===== config.mk =====
export PLATFORM = sky130hd
export DESIGN_NAME = timed_pump_pwm_ramp_top
export DESIGN_NICKNAME = d
export VERILOG_FILES = /design/src/hw/rtl/tpr_pkg.sv /design/src/hw/rtl/tpr_core.sv /design/src/hw/rtl/timed_pump_pwm_ramp_top.sv
export SDC_FILE = /design/constraint.sdc
export NUM_CORES = 1
export LEC_CHECK = 0
export ABC_CLOCK_PERIOD_IN_PS = 13600
export BUFFER_PORTS_ARGS = -buffer_cell sky130_fd_sc_hd__buf_2
export CAP_MARGIN = 10
export CORE_MARGIN = 5
export CORE_UTILIZATION = 45
export CTS_CLUSTER_SIZE = 24
export DETAILED_ROUTE_END_ITERATION = 8
export GPL_ROUTABILITY_DRIVEN = 1
export PLACE_DENSITY = 0.67
export REMOVE_ABC_BUFFERS = 1
export SETUP_SLACK_MARGIN = 0.1
export SYNTH_ARGS = -nofsm -noshare
export SYNTH_HDL_FRONTEND = slang
export SYNTH_SLANG_ARGS = --single-unit

===== constraint.sdc =====
create_clock -name clock -period 13.6 [get_ports clock]
set_input_delay 2.04 -clock clock [delete_from_list [all_inputs] [get_ports clock]]
set_output_delay 2.04 -clock clock [all_outputs]
set_load 0.02 [all_outputs]

===== src/hw/rtl/tpr_pkg.sv =====
// ----------------------------------------------------------------------------
// tpr_pkg: shared types and constants for the timed pump PWM ramp
// Holds field widths, function and valve codes, and the item and result
// records that pass between the top level and the ramp core.
// ----------------------------------------------------------------------------
package tpr_pkg;

   localparam int SEC_W      = 32;
   localparam int DUR_W      = 32;
   localparam int DUTY_W     = 8;
   localparam int PRESCALE_W = 8;
   localparam int MSCNT_W    = 16;
   localparam int VALVE_W    = 2;
   localparam int NVALVES    = 3;

   localparam int MS_PER_SEC = 1000;
   // Seconds times 1000 needs ten more bits than the seconds value.
   localparam int SEC_MS_W   = SEC_W + 10;
   // Start time in ms plus a 32-bit run length needs one more bit.
   localparam int END_W      = SEC_MS_W + 1;

   localparam logic [PRESCALE_W-1:0] PRESCALE_RESET = PRESCALE_W'(10);

   localparam logic FUNC_TICK  = 1'b0;
   localparam logic FUNC_START = 1'b1;

   localparam logic [VALVE_W-1:0] VALVE_NONE  = 2'd0;
   localparam logic [VALVE_W-1:0] VALVE_ONE   = 2'd1;
   localparam logic [VALVE_W-1:0] VALVE_TWO   = 2'd2;
   localparam logic [VALVE_W-1:0] VALVE_THREE = 2'd3;

   localparam int REQ_DATA_W = 80;
   localparam int RSP_DATA_W = 16;

   typedef struct packed {
      logic                func;
      logic [SEC_W-1:0]    now_seconds;
      logic [SEC_MS_W-1:0] now_ms_base;
      logic [DUTY_W-1:0]   speed;
      logic [DUR_W-1:0]    duration_ms;
      logic [VALVE_W-1:0]  valve;
   } tpr_item_type;

   typedef struct packed {
      logic              valve_one_n;
      logic              valve_two_n;
      logic              valve_three_n;
      logic [DUTY_W-1:0] duty;
      logic              led_n;
      logic              busy_res;
   } tpr_result_type;

   // Whole seconds to milliseconds; a constant multiply by 1000.
   function automatic logic [SEC_MS_W-1:0] sec_to_ms(input logic [SEC_W-1:0] sec);
      return SEC_MS_W'(sec) * SEC_MS_W'(MS_PER_SEC);
   endfunction

endpackage


===== src/hw/rtl/tpr_core.sv =====
// ----------------------------------------------------------------------------
// tpr_core: run state and duty ramp of the timed pump PWM
// Holds the run state and produces the result of one beat combinationally from that state and the item.
// ----------------------------------------------------------------------------
module tpr_core
   import tpr_pkg::*;
(
   input  logic                  clock,
   input  logic                  reset,
   input  logic                  step_en,
   input  tpr_item_type          item,
   input  logic [PRESCALE_W-1:0] prescale,
   output tpr_result_type        result
);

   logic [SEC_MS_W-1:0]   last_ms_ff,  last_ms_in;
   logic [SEC_W-1:0]      held_sec_ff, held_sec_in;
   logic [MSCNT_W-1:0]    ms_cnt_ff,   ms_cnt_in;
   logic [END_W-1:0]      end_ms_ff,   end_ms_in;
   logic [DUTY_W-1:0]     target_ff,   target_in;
   logic [DUTY_W-1:0]     duty_ff,     duty_in;
   logic [PRESCALE_W-1:0] pre_cnt_ff,  pre_cnt_in;
   logic                  busy_ff,     busy_in;
   logic [NVALVES-1:0]    valve_ff,    valve_in;

   logic [DUR_W-1:0]      run_ms;
   logic [END_W-1:0]      now_ms;

   always_comb begin
      last_ms_in  = last_ms_ff;
      held_sec_in = held_sec_ff;
      ms_cnt_in   = ms_cnt_ff;
      end_ms_in   = end_ms_ff;
      target_in   = target_ff;
      duty_in     = duty_ff;
      pre_cnt_in  = pre_cnt_ff;
      busy_in     = busy_ff;
      valve_in    = valve_ff;
      run_ms      = item.duration_ms + DUR_W'(1);
      now_ms      = END_W'(item.now_ms_base) + END_W'(ms_cnt_ff);

      if (item.func == FUNC_START) begin
         // The start second comes from the last tick, kept here already in ms.
         end_ms_in = END_W'(last_ms_ff) + END_W'(run_ms);
         target_in = item.speed;
         busy_in   = 1'b1;
         case (item.valve)
            VALVE_NONE:  valve_in = 3'b000;
            VALVE_ONE:   valve_in = 3'b001;
            VALVE_TWO:   valve_in = 3'b010;
            VALVE_THREE: valve_in = 3'b100;
            default:     valve_in = 3'b000;
         endcase
      end else begin
         last_ms_in = item.now_ms_base;
         if (busy_ff) begin
            pre_cnt_in = (pre_cnt_ff <= prescale) ? pre_cnt_ff + PRESCALE_W'(1)
                                                  : '0;
            if (end_ms_ff > now_ms) begin
               if ((duty_ff < target_ff) && (pre_cnt_in == '0)) begin
                  duty_in = duty_ff + DUTY_W'(1);
               end else if (duty_ff > target_ff) begin
                  duty_in = duty_ff - DUTY_W'(1);
               end
               if (item.now_seconds != held_sec_ff) begin
                  held_sec_in = item.now_seconds;
                  ms_cnt_in   = MSCNT_W'(1);
               end else begin
                  ms_cnt_in   = ms_cnt_ff + MSCNT_W'(1);
               end
            end else begin
               if ((duty_ff != '0) && (pre_cnt_in == '0)) begin
                  duty_in = duty_ff - DUTY_W'(1);
               end
               if (duty_in == '0) begin
                  target_in = '0;
                  busy_in   = 1'b0;
                  valve_in  = '0;
               end
            end
         end
      end
   end

   always_ff @(posedge clock) begin
      if (reset) begin
         last_ms_ff  <= '0;
         held_sec_ff <= '0;
         ms_cnt_ff   <= '0;
         end_ms_ff   <= '0;
         target_ff   <= '0;
         duty_ff     <= '0;
         pre_cnt_ff  <= '0;
         busy_ff     <= 1'b0;
         valve_ff    <= '0;
      end else if (step_en) begin
         last_ms_ff  <= last_ms_in;
         held_sec_ff <= held_sec_in;
         ms_cnt_ff   <= ms_cnt_in;
         end_ms_ff   <= end_ms_in;
         target_ff   <= target_in;
         duty_ff     <= duty_in;
         pre_cnt_ff  <= pre_cnt_in;
         busy_ff     <= busy_in;
         valve_ff    <= valve_in;
      end
   end

   // The result reflects the state after this beat.
   assign result.valve_one_n   = ~valve_in[0];
   assign result.valve_two_n   = ~valve_in[1];
   assign result.valve_three_n = ~valve_in[2];
   assign result.duty          = duty_in;
   assign result.led_n         = (duty_in == '0);
   assign result.busy_res      = busy_in;

`ifndef SYNTH
   a_duty_needs_busy: assert property (@(posedge clock) disable iff (reset)
      (duty_ff != '0) |-> busy_ff)
      else $error("nonzero duty while idle");

   a_valve_onehot: assert property (@(posedge clock) disable iff (reset)
      $onehot0(valve_ff))
      else $error("more than one valve open");

   a_idle_clean: assert property (@(posedge clock) disable iff (reset)
      !busy_ff |-> ((target_ff == '0) && (valve_ff == '0)))
      else $error("idle with run state left over");
`endif

endmodule


===== src/hw/rtl/timed_pump_pwm_ramp_top.sv =====
// Path: a request beat accepted into the input register passes through the core stage
// and is presented as a response from the response register.
// Throughput: one beat per cycle in each direction while the response side is ready;
// the input register and the response register set this rate.
// Reset: synchronous, active high; clears all run state, sets ramp_prescale to 10.
// ----------------------------------------------------------------------------
// timed_pump_pwm_ramp_top: timed pump PWM with soft start and soft stop
// A start beat latches a target duty, a run length, and a valve choice; tick
// beats carry the current second and step the duty ramp. Each request beat
// produces one response beat with the valve drives, duty, LED and busy flag.
// ----------------------------------------------------------------------------
module timed_pump_pwm_ramp_top
   import tpr_pkg::*;
(
   input  logic                  clock,
   input  logic                  reset,

   // Request stream.
   input  logic                  req_tvalid,
   output logic                  req_tready,
   // tdata from bit 0: now_seconds[31:0], speed[39:32], duration_ms[71:40],
   // valve[73:72], zero padding[79:74].
   input  logic [REQ_DATA_W-1:0] req_tdata,
   // tuser: func (0 = tick, 1 = start).
   input  logic                  req_tuser,

   // Response stream.
   output logic                  rsp_tvalid,
   input  logic                  rsp_tready,
   // tdata from bit 0: valve_one_n[0], valve_two_n[1], valve_three_n[2],
   // duty[10:3], led_n[11], busy_res[12], zero padding[15:13].
   output logic [RSP_DATA_W-1:0] rsp_tdata,

   // Configuration: ramp_prescale.
   input  logic                  csr_wr_en,
   input  logic [PRESCALE_W-1:0] csr_wr_data
);

   // Prescaler; software must write it only while no beat is in flight, unchecked.
   logic [PRESCALE_W-1:0] prescale_ff;

   always_ff @(posedge clock) begin
      if (reset) begin
         prescale_ff <= PRESCALE_RESET;
      end else if (csr_wr_en) begin
         prescale_ff <= csr_wr_data;
      end
   end

   // Input register. The seconds-to-ms multiply is done ahead of it, so the
   // core stage sees only an add and a compare on the time path.
   logic         in_valid_ff;
   tpr_item_type in_item_ff, in_item_in;
   logic         advance;

   // The core stage moves when the response register is empty or draining,
   // so a new beat enters every cycle while the consumer keeps up. A response
   // that is not taken holds the core stage, and with it the input register.
   assign advance    = in_valid_ff && (!rsp_tvalid || rsp_tready);
   assign req_tready = !in_valid_ff || advance;

   always_comb begin
      in_item_in.func        = req_tuser;
      in_item_in.now_seconds = req_tdata[31:0];
      in_item_in.now_ms_base = sec_to_ms(req_tdata[31:0]);
      in_item_in.speed       = req_tdata[39:32];
      in_item_in.duration_ms = req_tdata[71:40];
      in_item_in.valve       = req_tdata[73:72];
   end

   always_ff @(posedge clock) begin
      if (reset) begin
         in_valid_ff <= 1'b0;
      end else if (req_tready) begin
         in_valid_ff <= req_tvalid;
      end
   end

   always_ff @(posedge clock) begin
      if (req_tvalid && req_tready) begin
         in_item_ff <= in_item_in;
      end
   end

   // The core updates its run state exactly once per beat, when it advances.
   tpr_result_type core_result;

   tpr_core u_core (
      .clock    (clock),
      .reset    (reset),
      .step_en  (advance),
      .item     (in_item_ff),
      .prescale (prescale_ff),
      .result   (core_result)
   );

   // Response register.
   logic                  rsp_valid_ff;
   logic [RSP_DATA_W-1:0] rsp_data_ff, rsp_data_in;

   assign rsp_data_in = {3'b000,
                         core_result.busy_res,
                         core_result.led_n,
                         core_result.duty,
                         core_result.valve_three_n,
                         core_result.valve_two_n,
                         core_result.valve_one_n};

   always_ff @(posedge clock) begin
      if (reset) begin
         rsp_valid_ff <= 1'b0;
      end else if (advance) begin
         rsp_valid_ff <= 1'b1;
      end else if (rsp_tready) begin
         rsp_valid_ff <= 1'b0;
      end
   end

   always_ff @(posedge clock) begin
      if (advance) begin
         rsp_data_ff <= rsp_data_in;
      end
   end

   assign rsp_tvalid = rsp_valid_ff;
   assign rsp_tdata  = rsp_data_ff;

endmodule

# ---- Yosys cells after proc, flatten, opt, wreduce, memory -nomap -nowiden
# Index checks and enable logic that the tools add are counted.
dict set report word_totals {
  register_bits 295
  out_inout_bits 18
  wordCells 88
  inputBits 94
}
dict set report classes {
  mux 26
  mul 1
  add_sub_neg 7
  n_reduce_logical 22
  n_bitwise 4
  magnitude_cmp 4
  eq_ne 5
}
# op n
set ops {}
lappend ops {{$mux 8} 14}
lappend ops {{$add 42x16->43} 1}
lappend ops {{$add 42x32->43} 1}
lappend ops {{$gt 43x43->1} 1}
lappend ops {{$mul 32x7->39 const B} 1}
lappend ops {{$add 32x1->32 const B} 1}
lappend ops {{$ne 32x32->1} 1}
lappend ops {{$logic_not 8->1} 3}
lappend ops {{$add 16x1->16 const B} 1}
lappend ops {{$add 8x1->8 const B} 2}
lappend ops {{$mux 16} 1}
lappend ops {{$mux 3} 4}
lappend ops {{$pmux 3 s4} 1}
lappend ops {{$gt 8x8->1} 1}
lappend ops {{$le 8x8->1} 1}
lappend ops {{$lt 8x8->1} 1}
lappend ops {{$reduce_and 4->1} 2}
lappend ops {{$reduce_bool 8->1} 1}
lappend ops {{$sub 8x1->8 const B} 1}
lappend ops {{$mux 1} 6}
lappend ops {{$reduce_bool 2->1} 3}
lappend ops {{$reduce_and 5->1} 1}
lappend ops {{$eq 2x2->1 const B} 2}
lappend ops {{$logic_and 1x1->1} 4}
lappend ops {{other kinds (8)} 14}

# ---- Longest topological paths before layout
# Gate-level depths: netlist of the first run.
dict set report depth {
  word_depth 14
  ltp_mapped 25
}

# ---- Hierarchy
# Synthesis of the first run repeated with hierarchy kept, for this count alone.
dict set report hier_totals {
  cells_unflattened 2276
  area_unflattened_um2 21590.7
}
# module area_each_um2 n_inst cells_each
set by_module_without_submodules {}
lappend by_module_without_submodules {tpr_core 11850.1 1 1508}
lappend by_module_without_submodules {timed_pump_pwm_ramp_top 9740.6 1 768}

# ---- Worst setup path after synthesis of the first run
# Ideal clock, no wire load.
dict set report synth_path {
  path_kind {in2reg}
  start {input port req_tdata[9]}
  end {register in_item_ff[83] in the netlist's numbering, data pin}
  arrival_ns 6.263
  n_path_buf 0
  setup_slack_ns 7.077
  t_required_ns 13.340
  path_stages 15
  setup_time_ns 0.260
  path_cell_list {fa_1 fa_1 fa_1 fa_1 ha_1 a21o_1 a21o_1 a2111oi_0 o31ai_1 a22o_1 o211ai_1 a31oi_1 a21o_1 a21oi_1 xnor2_1}
}
# item line_no
set synth_lines {}
lappend synth_lines {{start: declaration} timed_pump_pwm_ramp_top.sv:23} ;# input logic [REQ_DATA_W-1:0] req_tdata,
lappend synth_lines {{end signal: assignment} timed_pump_pwm_ramp_top.sv:81} ;# in_item_ff <= in_item_in;
lappend synth_lines {{end: declaration} timed_pump_pwm_ramp_top.sv:53} ;# tpr_item_type in_item_ff, in_item_in;

==> summary.txt, run 1 <==
Outcome
  – Status: complete, no violations

STA
  – Final min period: a little under 7000 ps
  – Setup TNS: 0 ps
  – Final Hold Viols: 0
  – Period utilization: 0.5083
  – RSZ-0062 raised after global routing: false
  – Worst Skew: around 18 ps
  – Fmax achieved: 0.1447 GHz
  – Relative slew margins: 0.2753
  – Setup violations, final: 0
  – Max-slew violations: 0
  – Worst Slack Setup Final: around 6700 ps
  – Slew of the pin with the lowest slew margin: roughly 1100 ps

Synth
  – Compound-Gate Fraction of Synth Area: 0.1431
  – EDFF count, synth: 125
  – Netlist cell types: 88
  – YS warnings: 0
  – Top_reg_cell synth: dfxtp_1
  – Mux share of post-synthesis cell area: 0.02141
  – Main combinational cell family by area after synthesis: adder cells
  – Post-synthesis sequential area ratio: 0.3530
  – Synth Area in XOR/XNOR: 0.07690
  – Post-Syn Area per Cell: approximately 10 um^2
  – FFs w/ async S/R, synth: 0
  – #FFs+latches synth: between 200 and 300
  – Synthesized area: roughly 20,000 um^2
  – Cells after synthesis: about 2.0k
  – Synth Area in Adders: 0.2383
  – Synth Area in Simple Gates: 0.1393

Worst setup path
  – Worst setup EP type: flop
  – Crit Path Max Fanout: 13
  – FF-to-FF setup slack: roughly 6700 ps
  – CP Launch Type: flop
  – Worst reg2reg path startpoint: in_item_ff[84]$_DFFE_PP_
  – Worst EP required: roughly 14,000 ps
  – Worst Reg2Reg Path Length in Cells: 23
  – Worst reg2reg path endpoint: rsp_tdata[11]$_DFFE_PP_
  – Setup Crit Path Kind: flop to flop
  – Critical Path AT: ~7300 ps

Detailed routing
  – First DRT Iteration DRCs: between 700 and 800
  – Routed wire per std cell: ~17 um
  – Residual DRC count: 0
  – DR vias: 14.94k
  – Avg Vias per Cell: between 5 and 6
  – Routed Antenna Nets: 0
  – Final WL: around 47,000 um
  – Drt pass-1 iters: 5

Worst hold path
  – WHS Endpoint: u_core.end_ms_ff[22]$_SDFFE_PP0P_
  – Min-delay src: u_core.end_ms_ff[22]$_SDFFE_PP0P_
  – WHS Path Cells: 2
  – Hold Crit Class: flop to flop

Cells and area
  – Final cell count without fillers: ~2.7k
  – Share of post-route cells with drive strength above 1: 0.09702
  – Inserted Diodes: 0
  – Commonest non-fill, non-tap cell in the layout: nand2_1
  – Area Growth Syn to Fin: 11.16%
  – Fin nets: 2,494
  – Highest-count cells in the layout ignoring fill and taps: 202 x nand2_1, 192 x ha_1, 168 x dfxtp_1, 156 x a21oi_1, 154 x nor2_1

Floorplanning
  – Full die area: 49,130 um^2
  – Core footprint: 44,220 um^2
  – Initial core utilization: 0.4559
  – Site Rows: slightly below 80
  – Die Wd: about 220 um
  – Num ports: 112
  – Chip height: about 220 um

Clock tree
  – CTS clk-pin slew, worst paths: approximately 60 ps
  – Maximum clock insertion buffer count: 3
  – H-tree levels: 2
  – CTS Root Cell: clkbuf_16
  – CTS tree: built
  – Clk sink count: just under 300
  – Hold-fix buffers, CTS: 0
  – Clock Latency Late Sink: 540 ps
  – Total CTS buffers: 34
  – CTS resizes: 0
  – Post-CTS setup buffer count: 0

Job
  – Number of max-cap violations: 0

Global routing
  – Tot GR Track Use: 0.1923
  – GRT overflow: 0
  – Largest net degree at the start of global routing: 90
  – Initial antenna violation count: 0
  – First-pass GRT wire length: between 70,000 and 80,000 um
  – Number of global-route vias before repair: 15.49k

Placed design
  – IO Port Bufs: ~100
  – Pre-CTS setup slack: between 6000 and 7000 ps
  – Post-DP HPWL: approximately 35,000 um
  – GPL Wtd Cong: 0.9013
  – Placed cells: 2,644

Power and ir drop
  – Worst vdd ir: between 0.0001 and 0.00015 V
  – Power per Cell Area: 162.9 nW/um^2
  – Design Power: around 3700 uW
  – Static Leak: about 0.0091 uW
Yosys cell counts, types with 25 or more instances:
cell      count  share of area
nand2_1     203          0.038
ha_1        192           0.12
dfxtp_1     168           0.17
nor2_1      157          0.029
a21oi_1     156          0.039
edfxtp_1    125           0.19
fa_1        120           0.12
xnor2_1      91          0.040
xor2_1       86          0.037
inv_1        81          0.015
o21ai_0      68          0.017
nand3_1      50          0.012
clkbuf_1     46         0.0086
mux2i_1      42          0.021
a21o_1       38          0.014
nand4_1      33          0.010
and3_1       27         0.0084
a211oi_1     25         0.0093
final cells by class:
| class | count | area, um^2 |
|---|---|---|
| fillers | 3970 | 21810 |
| multi-input cells | 1565 | 12510 |
| flip-flops and latches | 293 | 7117 |
| clock buffers | 44 | 949.7 |
| well taps | 592 | 740.7 |
| repair buffers | 111 | 580.6 |
| inverters | 83 | 311.5 |
| clock inverters | 17 | 196.4 |
cells by family after synthesis:
family | Yosys count
adder cells (fa/ha/maj) | 312
AND/OR/NAND/NOR | 590
flip-flops | 293
XOR/XNOR | 177
other | 1
multiplexers | 43
buffers and inverters | 142
AO/OA/AOI/OAI | 440
registers in the layout (all words and copies together) (netlist names):
register	cells
u_core.pre_cnt_ff	8
rsp_tvalid	1
prescale_ff	8
in_item_ff	112
u_core.duty_ff	8
u_core.valve_ff	3
rsp_tdata	13
u_core.target_ff	8
in_valid_ff	1
u_core.busy_ff	1
u_core.held_sec_ff	32
u_core.last_ms_ff	39
u_core.ms_cnt_ff	16
u_core.end_ms_ff	43
critical path: stages (launching register included):
cell       delay [ps]
edfxtp_1          500
ha_1              280
fa_1              410
a21o_1            200
a21oi_1           210
o21bai_1           90
a21oi_1           220
nor2_1             70
o21a_1            180
o31a_1            280
o211a_1           410
o2111ai_1         290
xor2_1            100
ha_1              300
nand4_1           210
nor4_4            440
nand2_1           230
nor4_4            580
inv_1             200
nand2_1           490
mux2i_1           310
nand3_1           130
a2111o_1          480
nor4_2            130
report_power, final:
part | internal, uW | switching (uW)
Combinational | 665 | 862
Sequential | 1090 | 97.6
Clock | 570 | 366
Total | 2320 | 1330
stage by stage:
stage / hold slack (ps) / util / cell area, um^2
finish: 461.7 / 0.5067 / 22410
global route: 489.3 / 0.5067 / 22410
CTS: 463.5 / 0.5067 / 22410
detailed placement: 450.8 / 0.4808 / 21260
global placement: 447.6 / 0.4808 / 21260
floorplan: 430.1 / - / 19920
how the worst max path moves through the flow:
stage	start	endpoint	slack (ps)	cells after the start
final	in_item_ff[84]$_DFFE_PP_	rsp_tdata[11]$_DFFE_PP_	6690	23
after global routing	in_item_ff[84]$_DFFE_PP_	rsp_tdata[11]$_DFFE_PP_	6250	23
after CTS	in_item_ff[84]$_DFFE_PP_	u_core.ms_cnt_ff[13]$_SDFFE_PP0P_	6610	22
after detailed placement	req_tdata[2]	in_item_ff[82]$_DFFE_PP_	6360	18
after global placement	req_tdata[2]	in_item_ff[82]$_DFFE_PP_	6450	18
after floorplan	in_item_ff[84]$_DFFE_PP_	u_core.held_sec_ff[0]$_SDFFE_PP0P_	6760	23
metal layers:
| metal | vias up | track usage | part of all wire | wire (um) |
|---|---|---|---|---|
| li1 | 7348 | - | - | - |
| met1 | 7255 | 0.2587 | 0.46 | 21790 |
| met2 | 267 | 0.3282 | 0.47 | 22190 |
| met3 | 68 | 0.02807 | 0.042 | 1962 |
| met4 | 0 | 0.04892 | 0.021 | 981 |
| met5 | - | 0 | 0 | 0 |
No activity file was read; power rests on OpenSTA's default activity.
==> inputs of run 2 (changes only) <==
- ABC_AREA: not set -> 1
- ABC_CLOCK_PERIOD_IN_PS: 13600 -> 6200
- PLACE_DENSITY: 0.67 -> 0.69
- clock period: 13.6 -> 6.2 ns (I/O delays scaled with it)
==> summary.txt, run 2 <==
Synth
  – Synth Area in XOR/XNOR: 0.06581 (-0.01109)
  – Top-count cell post-synth: nand2_1
  – Compound-Gate Fraction of Synth Area: 0.1350 (-0.008036)
  – Netlist cell types: 60 (-32%)
  – Post-synth top area share: 0.1763 (-0.009923)
  – Synth Area in Simple Gates: 0.1723 (+0.03300)
  – Top post-synthesis cells by area: edfxtp_1 18%, dfxtp_1 16%, fa_1 11%
  – Main combinational cell family by area after synthesis: adder cells
  – Synth Area in Adders: 0.2256 (-0.01270)
  – Top_reg_cell synth: dfxtp_1
  – Post-Syn Area per Cell: 8.677 um^2 (-14%)
  – FFs w/ async S/R, synth: 0 (unchanged)
  – Synthesized area: 21,290 um^2 (+5.6%)
  – Leading area contributor after synthesis: edfxtp_1
  – #FFs+latches synth: 293 (unchanged)
  – EDFF count, synth: 125 (unchanged)
  – Post-synthesis sequential area ratio: 0.3342 (-0.01881)
  – Post-synth top cells: 374 x nand2_1, 302 x inv_1, 226 x a21oi_1
  – Cells after synthesis: 2,454 (+23%)
  – Mux share of post-synthesis cell area: 0 (-0.02141)
  – YS warnings: 0 (unchanged)

Power and ir drop
  – Power per Cell Area: 350.8 nW/um^2 (+120%)
  – Clock share of power: 0.243 (-0.014)
  – Int Power: 5003 uW (+120%)
  – Seq pwr share: 0.314 (-0.011)
  – Sw power: 3258 uW (+150%)
  – Static Leak: 0.01036 uW (+14%)
  – Comb pwr share: 0.442 (+0.024)
  – Switching Fraction: 0.3943 (+0.03121)
  – Worst vdd ir: 0.0002549 V (+99%)
  – Design Power: 8261 uW (+130%)

Outcome
  – Status: complete, no violations

Detailed routing
  – Routed wire per std cell: 15.93 um (-8.1%)
  – Final WL: 50,770 um (+8.2%)
  – DR vias: 17.05k (+14%)
  – Avg Vias per Cell: 5.350 (-3.1%)
  – Routed Antenna Nets: 0 (unchanged)
  – Drt pass-1 iters: 5 (unchanged)
  – First DRT Iteration DRCs: 1,050 (+35%)
  – Residual DRC count: 0 (unchanged)

Worst setup path
  – Worst reg2reg path startpoint: in_item_ff[85]$_DFFE_PP_
  – Worst Reg2Reg Path Length in Cells: 29 (+26%)
  – CP Launch Type: flop
  – Crit Path Max Fanout: 14 (+1)
  – FF-to-FF setup slack: 760 ps (-5930 ps)
  – Worst reg2reg path endpoint: rsp_tdata[11]$_DFFE_PP_
  – Critical Path AT: 5850 ps (-1440 ps)
  – Max incr delay on CP: 510 ps (-70 ps)
  – Worst EP required: 6610 ps (-7360 ps)
  – Worst setup EP type: flop
  – Crit-path slowest cell: edfxtp_1
  – Setup Crit Path Kind: flop to flop
  – Crit path from: in_item_ff[85]$_DFFE_PP_

Cells and area
  – Post-route cell area: 23,550 um^2 (+5.1%)
  – Register name with the most flops: in_item_ff
  – Commonest non-fill, non-tap cell in the layout: nand2_1
  – Area Growth Syn to Fin: 10.58%
  – Highest-count cells in the layout ignoring fill and taps: 374 x nand2_1, 300 x inv_1, 226 x a21oi_1, 192 x ha_1, 171 x nor2_1
  – Number of flip-flops in the largest register: 112 (unchanged)
  – Fin nets: 2,958 (+19%)
  – Share of post-route cells with drive strength above 1: 0.09973 (+0.002710)
  – FILL cells: 4,430 (+12%)
  – Biggest regs: in_item_ff (112), u_core.end_ms_ff (43), u_core.last_ms_ff (39)

Clock tree
  – Clock Latency Late Sink: 550 ps (about the same)
  – CTS Root Cell: clkbuf_16
  – Maximum clock insertion buffer count: 3 (unchanged)
  – CTS tree: built
  – H-tree levels: 2 (unchanged)
  – CTS clk-pin slew, worst paths: 60 ps (about the same)
  – CTS resizes: 0 (unchanged)
  – Total CTS buffers: 35 (+2.9%)
  – Clk sink count: 293 (unchanged)

Global routing
  – GRT overflow: 0 (unchanged)
  – First-pass GRT wire length: 83,800 um (+6.4%)
  – Number of global-route vias before repair: 17.07k (+10%)
  – Initial antenna violation count: 0 (unchanged)
  – Largest net degree at the start of global routing: 98 (+8.9%)
  – Tot GR Track Use: 0.1969 (+0.004631)

Worst hold path
  – WHS Endpoint: prescale_ff[5]$_SDFFE_PP0P_
  – Min-delay src: prescale_ff[5]$_SDFFE_PP0P_
  – Hold Crit Class: flop to flop
  – WHS Path Cells: 2 (unchanged)

Floorplanning
  – Site Rows: 79 (+2.6%)
  – Core footprint: 46,650 um^2 (+5.5%)
  – Initial core utilization: 0.4564 (+0.0005450)
  – Num ports: 112 (unchanged)
  – Full die area: 51,770 um^2 (+5.4%)
  – Die Wd: 227.5 um (+2.7%)
  – Chip height: 227.5 um (+2.7%)

Placed design
  – GPL Wtd Cong: 0.8563 (-5.0%)
  – Pre-CTS setup slack: 435.9 ps (-5923 ps)
  – Dpl cell area: 22,410 um^2 (+5.4%)
  – IO Port Bufs: 102 (unchanged)
  – Post-DP HPWL: 38,990 um (+10%)

STA
  – Setup violations, final: 0 (unchanged)
  – Period utilization: 0.8782 (+0.3699)
  – Max-slew violations: 0 (unchanged)
  – Worst Slack Setup Final: 755.3 ps (-5932 ps)
  – Setup TNS: 0 ps (unchanged)
  – Hold Worst Slack: 464.9 ps (+3.155 ps)
  – Final min period: 5445 ps (-1468 ps)
  – Final Hold Viols: 0 (unchanged)
  – Worst Skew: 19.77 ps (+2.157 ps)
  – Relative slew margins: 0.3363 (+0.06103)
  – RSZ-0062 raised after global routing: false
  – Slew of the pin with the lowest slew margin: 995.5 ps (-84.30 ps)
  – Fmax achieved: 0.1837 GHz (+27%)

Job
  – Number of max-cap violations: 0 (unchanged)
## run 2: critical path, delay by kind of cell (launching register included)
kind                     cells  cell delay [ps]
AO/OA/AOI/OAI                6              820
adder cells (fa/ha/maj)      2              660
buffers and inverters        2              450
flip-flops                   1              510
AND/OR/NAND/NOR             19             2840
## run 2: logic make-up after synthesis
kind of cell / after synthesis
and+or+nand+nor: 809
AOI/OAI and AO/OA: 512
buffers and inverters: 367
adders and majority gates: 312
DFF: 293
xor gates and xnor gates: 160
other: 1
## run 2: cell type report
| type | instances | area (um^2) | share of cell area |
|---|---|---|---|
| antenna | 2 | 5.005 | 0.0002126 |
| clock buffer | 48 | 1008 | 0.04283 |
| clock inverter | 14 | 97.59 | 0.004145 |
| inverter | 309 | 1164 | 0.04942 |
| multi-input combinational | 1796 | 12770 | 0.5424 |
| sequential | 293 | 7117 | 0.3022 |
| tap | 607 | 759.5 | 0.03225 |
| timing repair buffer | 117 | 623.1 | 0.02646 |
## run 2: what timing repair did
item / CTS / global route
endpoints found under the setup margin: 0 / 1
hold buffers: 0 / 0
buffers inserted: 0 / 3
## run 2: per-stage QoR
step	cells	utilization
3_3_place_gp	3119	0.4804
5_1_grt	3184	0.5046
4_1_cts	3181	0.5041
2_1_floorplan	2398	-
6_report	3186	0.5047
3_5_place_dp	3119	0.4804
## run 2: metal layers
metal,vias up,global-route usage,routed length [um]
li1,8463,-,-
met4,0,0.06983,1609
met2,284,0.3390,24740
met5,-,0,0
met3,87,0.02257,1680
met1,8212,0.2580,22740
## run 2: how the worst max path moves through the flow
stage,end,depth (start not counted)
after floorplan,in_item_ff[76]$_DFFE_PP_,18
after detailed placement,in_item_ff[76]$_DFFE_PP_,19
after CTS,u_core.ms_cnt_ff[12]$_SDFFE_PP0P_,28
after global placement,in_item_ff[76]$_DFFE_PP_,19
after global routing,u_core.ms_cnt_ff[12]$_SDFFE_PP0P_,27
final,rsp_tdata[11]$_DFFE_PP_,29
## run 2: power by group through the flow
stage	clock (uW)	combinational (uW)	sequential [uW]
2_1_floorplan	0	2790	2570
3_3_place_gp	0	3560	2640
3_5_place_dp	0	3640	2640
4_1_cts	2060	3670	2600
5_1_grt	2120	4160	2620
6_report	2010	3650	2600
==> inputs of run 3 (changes only) <==
- CELL_PAD_IN_SITES_DETAIL_PLACEMENT: not set -> 1
- CELL_PAD_IN_SITES_GLOBAL_PLACEMENT: not set -> 1
- CORE_UTILIZATION: 45 -> 44
- PLACE_DENSITY: 0.69 -> 0.83
==> summary.txt, run 3 (synthesis results as in run 2) <==
Detailed routing
  – Final WL: 59,710 um (+18%)
  – Avg Vias per Cell: 5.472 (+2.3%)
  – Residual DRC count: 0 (unchanged)
  – Max Used Layer: met4
  – Routed length on met2: 30,520 um (+23%)
  – Routed wl met3: 1710 um (+1.8%)
  – Drt pass-1 iters: 5 (unchanged)
  – First DRT Iteration DRCs: 864 (-18%)
  – Routed Antenna Nets: 0 (unchanged)
  – Routed wire per std cell: 18.68 um (+17%)
  – DR vias: 17.49k (+2.6%)
  – Wl on met1: 25,490 um (+12%)

Cells and area
  – Biggest regs: in_item_ff (112), u_core.end_ms_ff (43), u_core.last_ms_ff (39)
  – Commonest non-fill, non-tap cell in the layout: nand2_1
  – Register name with the most flops: in_item_ff
  – Post-route cell area: 23,560 um^2 (about the same)
  – Final cell count without fillers: 3,196 (+0.31%)
  – Share of post-route cells with drive strength above 1: 0.09888 (-0.0008528)
  – Area Growth Syn to Fin: 10.62% (about the same)
  – Number of flip-flops in the largest register: 112 (unchanged)
  – Highest-count cells in the layout ignoring fill and taps: 374 x nand2_1, 300 x inv_1, 226 x a21oi_1, 192 x ha_1, 171 x nor2_1
  – Fin nets: 2,958 (unchanged)

Floorplanning
  – Site Rows: 80 (+1.3%)
  – Num ports: 112 (unchanged)
  – Initial core utilization: 0.4451 (-0.01136)
  – Core footprint: 47,850 um^2 (+2.6%)
  – Chip height: 230.0 um (+1.1%)
  – Full die area: 52,900 um^2 (+2.2%)
  – Die Wd: 230.0 um (+1.1%)

Worst setup path
  – Setup Crit Path Kind: flop to flop
  – Critical Path AT: 6000 ps (+150 ps)
  – Worst setup EP type: flop
  – Worst EP required: 6660 ps (+50 ps)
  – CP Launch Type: flop
  – Crit Path Max Fanout: 35 (+21)

Global routing
  – Largest net degree at the start of global routing: 65 (-34%)
  – First-pass GRT wire length: 97,650 um (+17%)
  – Number of global-route vias before repair: 19.14k (+12%)
  – GRT overflow: 0 (unchanged)
  – Tot GR Track Use: 0.2231 (+0.02619)
  – Initial antenna violation count: 2 (+2)

Power and ir drop
  – Design Power: 8414 uW (+1.9%)
  – Worst vdd ir: 0.0002003 V (-21%)
  – Power per Cell Area: 357.2 nW/um^2 (+1.8%)
  – Static Leak: 0.01035 uW (-0.13%)

STA
  – Period utilization: 0.8923 (+0.01416)
  – Fmax achieved: 0.1807 GHz (-1.6%)
  – RSZ-0062 raised after global routing: false
  – Max-slew violations: 0 (unchanged)
  – Final Hold Viols: 0 (unchanged)
  – Setup TNS: 0 ps (unchanged)
  – Final min period: 5533 ps (+87.82 ps)
  – Setup violations, final: 0 (unchanged)
  – Slew of the pin with the lowest slew margin: 933.7 ps (-61.77 ps)
  – Relative slew margins: 0.3718 (+0.03544)
  – Worst Skew: 20.45 ps (+0.6835 ps)

Clock tree
  – Total CTS buffers: 35 (unchanged)
  – CTS Root Cell: clkbuf_16
  – Clock Latency Late Sink: 560 ps (about the same)
  – H-tree levels: 2 (unchanged)
  – CTS tree: built
  – Maximum clock insertion buffer count: 3 (unchanged)
  – Hold-fix buffers, CTS: 0 (unchanged)
  – CTS clk-pin slew, worst paths: 60 ps (about the same)
  – Clk sink count: 293 (unchanged)

Placed design
  – Dpl cell area: 22,420 um^2 (about the same)
  – Post-DP HPWL: 45,920 um (+18%)
  – GPL Wtd Cong: 0.8596 (+0.39%)
  – Placed cells: 3,127 (+0.26%)
  – IO Port Bufs: 102 (unchanged)

Outcome
  – Status: complete, no violations

Job
  – Number of max-cap violations: 0 (unchanged)

Worst hold path
  – Hold Crit Class: flop to flop
## run 3: changes by cell type in the layout (fill, tap and decap cells not counted), moves of 2 or more
cell       delta
clkbuf_1      -3
clkbuf_16     -2
clkinv_1      +7
clkinv_2      -4
inv_6         +4
## run 3: final cells by class
cell class / instances / area (um^2)
diodes: 2 / 5.005
fillers: 5731 / 24290
well taps: 615 / 769.5
flip-flops and latches: 293 / 7117
clock buffers: 43 / 947.2
repair buffers: 117 / 635.6
inverters: 309 / 1164
clock inverters: 21 / 137.6
multi-input cells: 1796 / 12780
## run 3: critical path: stages, from the launching register on
cell      delay, ps
edfxtp_1        520
ha_1            350
nand3_1          70
nand2_1         120
a21oi_1         110
o21ai_1         160
a21oi_1         140
o21ai_2         210
a21boi_2        140
nor2_1          290
nand4_1         250
nor2_2          270
nand4_1         150
ha_1            320
nand2_1          90
nor2_2          120
nand2_1         120
nor4_4          260
inv_1           110
nor3_1          190
nand3_1         150
nand2_4         220
nor2_4           70
buf_12          160
nand2_2          70
buf_4           370
o21ai_0         150
a21oi_1         200
## run 3: report_power, final
part	switching (uW)	total (uW)	internal [uW]	leakage [uW]
registers	202	2610	2400	0.00258
clock network	877	2010	1130	0.000528
logic	2360	3800	1440	0.00724
## run 3: final timing paths
path / start / to / slack (ps) / cells past startpoint
max: in_item_ff[85]$_DFFE_PP_ / u_core.held_sec_ff[12]$_SDFFE_PP0P_ / 670 / 27
min: prescale_ff[6]$_SDFFE_PP0P_ / prescale_ff[6]$_SDFFE_PP0P_ / 460 / 2
max reg2reg: in_item_ff[85]$_DFFE_PP_ / u_core.held_sec_ff[12]$_SDFFE_PP0P_ / 670 / 27
min reg2reg: prescale_ff[6]$_SDFFE_PP0P_ / prescale_ff[6]$_SDFFE_PP0P_ / 460 / 2
## run 3: through the flow
step | hold slack [ps] | utilization | worst slack [ps]
final | 463.4 | 0.4923 | 667.5
after global routing | 487.8 | 0.4923 | 139.9
after CTS | 469.1 | 0.4913 | 469.4
after detailed placement | 457.7 | 0.4686 | 420.1
after global placement | 453.5 | 0.4686 | 497.8
after floorplan | 426.3 | - | 1038
## run 3: routing by layer
layer	GRT usage	up-vias
li1	-	8453
met3	0.03096	114
met1	0.2720	8675
met5	0	-
met2	0.4071	245
met4	0.07230	0
## run 3: timing repair
item,4_1_cts,5_1_grt
endpoints found under the setup margin,0,41
setup buffers,0,3
resized for setup,0,1
